### src/rtl/crc16pc_pkg.sv
// Package with the shared constants and the CRC byte update of the packet checker.
`timescale 1ns / 1ps

package crc16pc_pkg;

  localparam int unsigned PACKET_LEN_DEF = 21;
  localparam logic [15:0] CRC_INIT = 16'hFFFF;

  localparam int unsigned POS_TYPE    = 0;
  localparam int unsigned POS_SEQ     = 1;
  localparam int unsigned POS_CRC_LO  = 2;
  localparam int unsigned POS_CRC_HI  = 3;
  localparam int unsigned POS_PAYLOAD = 4;

  localparam int unsigned OUT_DATA_W = 64;

  // One byte of CRC-16 with polynomial 0x1021, no reflection.
  function automatic logic [15:0] crc_update(input logic [15:0] crc, input logic [7:0] b);
    logic [7:0]  x;
    logic [15:0] r;
    x = crc[15:8] ^ b;
    x = x ^ (x >> 4);
    r = {crc[7:0], 8'h00} ^ {x[3:0], 12'h000} ^ {3'b000, x, 5'b00000} ^ {8'h00, x};
    return r;
  endfunction

endpackage

### src/rtl/crc16_packet_checker_top.sv
// Streaming CRC-16 packet checker: header capture, checksum build and check.
`timescale 1ns / 1ps

// The block takes one packet byte per item on the s_ side and sustains one item per
// cycle. Each byte first lands in an input register; the CRC byte update and header
// capture then run combinationally into the running state, and on the packet's last
// byte the result item is loaded into the output register, so a packet's last byte
// passes the input register and then the output register on its way to the result.
// The input side stalls only when a packet ends while the previous result still sits
// unread in the output register. Setting s_tuser marks a byte as the first of a new
// packet and discards any partial one; after PACKET_LEN bytes the next byte starts a
// new packet on its own. Bytes 2 and 3 enter the CRC as zero, so computed_checksum
// serves for building and checksum_ok for checking.
module crc16_packet_checker_top #(
  parameter int unsigned PACKET_LEN = crc16pc_pkg::PACKET_LEN_DEF
) (
  input  logic                                clk,
  input  logic                                rst,
  input  logic                                s_tvalid,
  output logic                                s_tready,
  input  logic [7:0]                          s_tdata,  // data_byte
  input  logic                                s_tuser,  // first_byte
  output logic                                m_tvalid,
  input  logic                                m_tready,
  // computed_checksum[15:0], checksum_ok[16], stored_checksum[32:17], msg_type[40:33],
  // seq_number[48:41], msg_payload[56:49], zero fill[63:57]
  output logic [crc16pc_pkg::OUT_DATA_W-1:0]  m_tdata
);
  import crc16pc_pkg::*;

  localparam int unsigned PosW = $clog2(PACKET_LEN);

  logic            in_valid;
  logic [7:0]      in_byte;
  logic            in_first;

  logic [15:0]     crc_reg;
  logic [PosW-1:0] byte_pos;
  logic [15:0]     expected_crc;
  logic [7:0]      type_hold;
  logic [7:0]      seq_hold;
  logic [7:0]      payload_hold;

  logic [PosW-1:0] pos_cur;
  logic [7:0]      fed;
  logic [15:0]     crc_base;
  logic [15:0]     crc_new;
  logic [15:0]     expected_crc_next;
  logic [7:0]      type_hold_next;
  logic [7:0]      seq_hold_next;
  logic [7:0]      payload_hold_next;
  logic            is_last;
  logic            out_free;
  logic            advance;

  always_comb begin
    pos_cur           = in_first ? '0 : byte_pos;
    crc_base          = in_first ? CRC_INIT : crc_reg;
    fed               = in_byte;
    expected_crc_next = expected_crc;
    type_hold_next    = type_hold;
    seq_hold_next     = seq_hold;
    payload_hold_next = payload_hold;
    if (pos_cur == PosW'(POS_TYPE)) begin
      type_hold_next = in_byte;
    end
    if (pos_cur == PosW'(POS_SEQ)) begin
      seq_hold_next = in_byte;
    end
    if (pos_cur == PosW'(POS_CRC_LO)) begin
      expected_crc_next = {expected_crc[15:8], in_byte};
      fed               = 8'h00;
    end
    if (pos_cur == PosW'(POS_CRC_HI)) begin
      expected_crc_next = {in_byte, expected_crc[7:0]};
      fed               = 8'h00;
    end
    if (pos_cur == PosW'(POS_PAYLOAD)) begin
      payload_hold_next = in_byte;
    end
    crc_new  = crc_update(crc_base, fed);
    is_last  = (pos_cur == PosW'(PACKET_LEN - 1));
    out_free = !m_tvalid || m_tready;
    advance  = in_valid && (!is_last || out_free);
  end

  assign s_tready = !in_valid || advance;

  always_ff @(posedge clk) begin
    if (rst) begin
      in_valid <= 1'b0;
    end else if (s_tready) begin
      in_valid <= s_tvalid;
    end
    if (s_tready && s_tvalid) begin
      in_byte  <= s_tdata;
      in_first <= s_tuser;
    end
  end

  always_ff @(posedge clk) begin
    if (rst) begin
      crc_reg  <= CRC_INIT;
      byte_pos <= '0;
    end else if (advance) begin
      if (is_last) begin
        crc_reg  <= CRC_INIT;
        byte_pos <= '0;
      end else begin
        crc_reg  <= crc_new;
        byte_pos <= pos_cur + PosW'(1);
      end
    end
    if (advance) begin
      expected_crc <= expected_crc_next;
      type_hold    <= type_hold_next;
      seq_hold     <= seq_hold_next;
      payload_hold <= payload_hold_next;
    end
  end

  always_ff @(posedge clk) begin
    if (rst) begin
      m_tvalid <= 1'b0;
    end else if (out_free) begin
      m_tvalid <= advance && is_last;
    end
    if (advance && is_last) begin
      m_tdata <= {7'b0000000, payload_hold_next, seq_hold_next, type_hold_next,
                  expected_crc_next, crc_new == expected_crc_next, crc_new};
    end
  end

  a_pos_range : assert property (@(posedge clk) disable iff (rst)
    byte_pos <= PosW'(PACKET_LEN - 1))
    else $error("byte position ran past the packet end");

  a_last_gives_result : assert property (@(posedge clk) disable iff (rst)
    advance && is_last |=> m_tvalid)
    else $error("last byte did not produce a result item");

  a_restart_after_last : assert property (@(posedge clk) disable iff (rst)
    advance && is_last |=> byte_pos == '0 && crc_reg == CRC_INIT)
    else $error("packet state not restarted after last byte");

  a_in_reg_holds : assert property (@(posedge clk) disable iff (rst)
    in_valid && !advance |=> in_valid && $stable(in_byte) && $stable(in_first))
    else $error("stalled input register was overwritten");

  a_no_result_mid_packet : assert property (@(posedge clk) disable iff (rst)
    advance && !is_last && !m_tvalid |=> !m_tvalid)
    else $error("result item appeared without a packet end");

endmodule
### config.mk
export PLATFORM = sky130hd
export DESIGN_NAME = crc16_packet_checker_top
export DESIGN_NICKNAME = d
export VERILOG_FILES = /design/src/rtl/crc16pc_pkg.sv /design/src/rtl/crc16_packet_checker_top.sv
export SDC_FILE = /design/constraint.sdc
export NUM_CORES = 1
export LEC_CHECK = 0
export ABC_CLOCK_PERIOD_IN_PS = 12500
export BUFFER_PORTS_ARGS = -buffer_cell sky130_fd_sc_hd__buf_2
export CAP_MARGIN = 20
export CELL_PAD_IN_SITES_DETAIL_PLACEMENT = 1
export CELL_PAD_IN_SITES_GLOBAL_PLACEMENT = 1
export CORE_MARGIN = 2
export CORE_UTILIZATION = 45
export DETAILED_ROUTE_END_ITERATION = 7
export GPL_TIMING_DRIVEN = 0
export PLACE_DENSITY_LB_ADDON = 0.25
export SKIP_LAST_GASP = 1
export SLEW_MARGIN = 10
export SYNTH_ARGS = -nofsm -noshare
export SYNTH_HDL_FRONTEND = slang
export SYNTH_SLANG_ARGS = --single-unit
### constraint.sdc
create_clock -name clk -period 12.5 [get_ports clk]
set_clock_uncertainty 0.1 [all_clocks]
set_input_delay 2.5 -clock clk [delete_from_list [all_inputs] [get_ports clk]]
set_output_delay 2.5 -clock clk [all_outputs]
set_load 0.05 [all_outputs]
==> summary by stage <==
Min path
The worst hold path passes through 2 cells. The end point of the worst hold path is crc_reg[0]. The launch instance of the worst min-delay path is crc_reg[0].

The classification of the worst-slack hold path is reg -> reg.

Finish
The sequential standard cell area is 0.00364 mm^2. The repair_antennas step left the layout with diodes totalling 0. The register with the most flip-flops in the layout has 57 of them. With fillers left out, the area of the finished cells amounts to 0.00700 mm^2. Compared with the post-synthesis result, the final layout area differs by 20.9%. Once layout is complete, the utilization of the core stands at 55.7%.

Once layout is complete, the cells apart from fillers number 742. The layout cell share with drive strength beyond 1 is 29.5%. Summing all multi-input logic gate instances after layout gives 0.00192 mm^2. Fill cells in the final layout number 1,317. In the final design database the tool counted 572 nets.

Logic synthesis
The count of warnings emitted by yosys is 0. Summing the areas of all compound-gate instances in the mapped netlist gives 9.70% of the synthesized area. The sequential-to-total area share from yosys stat is 62.9%. The fraction of synthesized area in multiplexers is 5.79%. Yosys mapped the design onto 65 distinct sky130hd cell types.

Each instance of the synthesized netlist takes up on average 12.6 um^2. After synthesis, the largest family of logic cells by area is simple AND/OR/NAND/NOR gates. The most area-hungry cell type in the Yosys netlist is edfxtp_1.

The synthesized instance count is 460. The proportion of synthesized flip-flops having asynchronous set or reset is 0%. Sorting the synthesized cells by area gives the leading types as edfxtp_1 55%, dfxtp_1 8.0%, mux2_2 5.4%.

The proportion of netlist area held by the largest area contributor is 55.0%. The leading register cell type out of synthesis is edfxtp_1. The synthesized netlist occupies a cell area of 0.00579 mm^2. The number of flops mapped to enable cells by yosys is 106. After synthesis the netlist holds a flip-flop and latch count of 129. The XOR/XNOR share of the synthesized area is 4.69%. The synthesized-area fraction occupied by adder cells is 0.432%. The simple-gate portion of the synthesized area is 11.9%.

Setup path
The type of the worst setup path is in -> out. Among cell families on the critical path, the largest total delay comes from simple AND/OR/NAND/NOR gates. The worst path arrival time is 3380 ps. The slowest cell on the critical path is or2_2. The register-to-register path setup slack is 8620 ps. In this run the critical register-to-register path is captured at m_tdata[16]. Traced cell by cell, the critical path runs through buf_2, nand2b_1, or2_2, inv_1, nand2_1, buf_2.

The worst setup path is launched from an input port. Counting stages on the worst path, the most repeated cell is buf_2. In this run the worst path has a maximum fanout of 2. For the worst flop-to-flop path, the logic depth is 13. The worst setup path is captured at an output port. On the worst path, the slowest cell contributes a delay of 280 ps. The launching point of the worst reg2reg path is in_first. The number of buffers and inverters on the critical path is 3.

The required time at the worst-slack endpoint is 9900 ps.

CTS
The clock net in this run drives a total of 129 sinks. Buffers added to address setup during post-CTS repair amount to 0. The number of levels in the clock H-tree is 4. The register clock-pin slew on the reported worst setup and hold paths is 60 ps. After clock tree synthesis, the flow added hold-fix buffers numbering 0. The number of gates resized after cts is 0. The number of buffers added by the clock tree synthesis step is 17. The insertion delay to the later sink of the worst-skew pair is 420 ps. The TritonCTS clock tree is done. The maximum buffer depth of the clock tree is 2. The clock root buffer master is clkbuf_16.

Routing
Before antenna repair, the detailed router went through 4 iterations. The detail route stage leaves a number of antenna-violating nets equal to 0. The DRC violation total after the first TritonRoute iteration is 271. Summed over all layers, the routed wires come to 13,900 um. The via count normalized by instance count is 5.33.

The routed layout has 3,958 vias. For this run, design rule violations remaining after detail routing come to 0. After detailed routing, the average wire length per cell comes to 18.8 um.

Timing
The slew at the pin closest to its max-slew limit is 1060 ps. Measured against its own limit, the worst slew margin works out to 28.6%. The final critical-path required period is 5980 ps.

Setup violations remaining at the end of the flow were counted as 0. The count of pins over their slew limit is 0. Hold is met by 373 ps.

Adding up every negative setup slack in the final design gives 0 ps. Setup repair after global routing left no endpoint under its margin. The final count of hold timing violations is 0.

Static timing analysis puts the maximum clock frequency at 0.167 GHz. The final worst-path cycle share is 47.8%. The final worst slack is 6520 ps.

Floorplan
In this run the vertical extent of the chip is 117 um. The area of the die is 0.0138 mm^2. The floorplan has 41 rows. The horizontal die dimension is 117 um.

The starting density of the core is 46.1%. The area of the core is 0.0126 mm^2. The number of top-level pins is 79.

Run status
The run finished with clean final reports.

Place
The worst slack after detailed placement is 6520 ps. The number of input and output port buffers inserted is 70. After detailed placement, the total cell area comes to 0.00643 mm^2.

The detailed placement HPWL is 9720 um. Once placement completed, the tool counted placed cells totaling 710. The final weighted congestion in routability-driven placement is 0.845.

Pwr
The worst IR drop on VDD is 82.7 uV. For this design the static power due to leakage is 2.63 nW. Power spread over the standard cell area amounts to 156 mW/mm^2. The total power after layout is 1.09 mW.

Run
The number of violations of the max-capacitance limit is 0.

GRT
The first-pass GRT wire length is 22,100 um. The total congestion overflow is 0. The number of global-route vias before repair was 3,990. The largest net degree at the start of global routing is 31.

The initial antenna violation count came to 0. The global router's overall resource usage is 21.1%.
## final cells by class
class | count | area share [%]
plain buffers | 34 | 2.84
repair buffers | 72 | 5.58
clock buffers | 19 | 6.19
multi-input cells | 287 | 27.4
clock inverters | 13 | 1.97
well taps | 172 | 3.08
inverters | 16 | 0.858
flip-flops and latches | 129 | 52.1
## report_power, final
part,switching (mW),internal [mW]
registers,0.0101,0.483
logic,0.0780,0.0441
clock network,0.182,0.292
## logic make-up after synthesis
family	Yosys count
buffers and inverters	50
XOR/XNOR	31
AO/OA/AOI/OAI	74
adder cells (fa/ha/maj)	2
flip-flops	129
other	1
multiplexers	30
AND/OR/NAND/NOR	143
## synth_stat cells, drive strengths merged (16+ instances only)
master    n
edfxtp  106
nand2    68
mux2     28
nor2     26
dfxtp    23
xnor2    22
a21oi    17
buf      17
clkbuf   17
nand3    17
inv      16
o21ai    16
## routing by layer
layer  GRT usage (%)  wire length (um)  vias up
li1                -                 -     1852
met1            26.7              6060     1973
met2            34.1              6890      105
met3            5.45               637       28
met4            10.1               348        0
met5               0                 0        -
## worst register-to-register path, stage by stage (launching register included)
cell,delay [ps]
edfxtp_1,310
buf_2,210
buf_6,200
nand2b_1,190
inv_1,60
ha_1,180
clkbuf_1,210
o21ai_0,620
nand2_1,160
o21ai_0,590
xnor2_1,170
a2111oi_2,300
nand4b_1,220
nor4_2,180
## worst max-delay path by stage
| stage | startpoint | slack [ps] | cells after the start | end |
|---|---|---|---|---|
| floorplan | m_tready | 6180 | 7 | crc_reg[14] |
| global placement | m_tready | 4410 | 8 | crc_reg[8] |
| detailed placement | m_tready | 6520 | 6 | s_tready |
| CTS | m_tready | 6520 | 6 | s_tready |
| global route | m_tready | 6450 | 6 | s_tready |
| finish | m_tready | 6520 | 6 | s_tready |
## layout by cell type, fill, tap and decap left out, types with 5 or more instances in the layout
cell type	n
buf_4	7
nand2_1	66
clkbuf_16	17
conb_1	7
a21oi_1	15
dfxtp_1	23
o21ai_0	14
mux2_2	28
buf_2	74
xor2_1	9
buf_6	5
nor2_1	24
inv_1	16
edfxtp_1	106
nand3_1	17
clkbuf_1	17
o22ai_1	5
o211ai_1	5
xnor2_1	22
(Power assumes the default switching activity.)
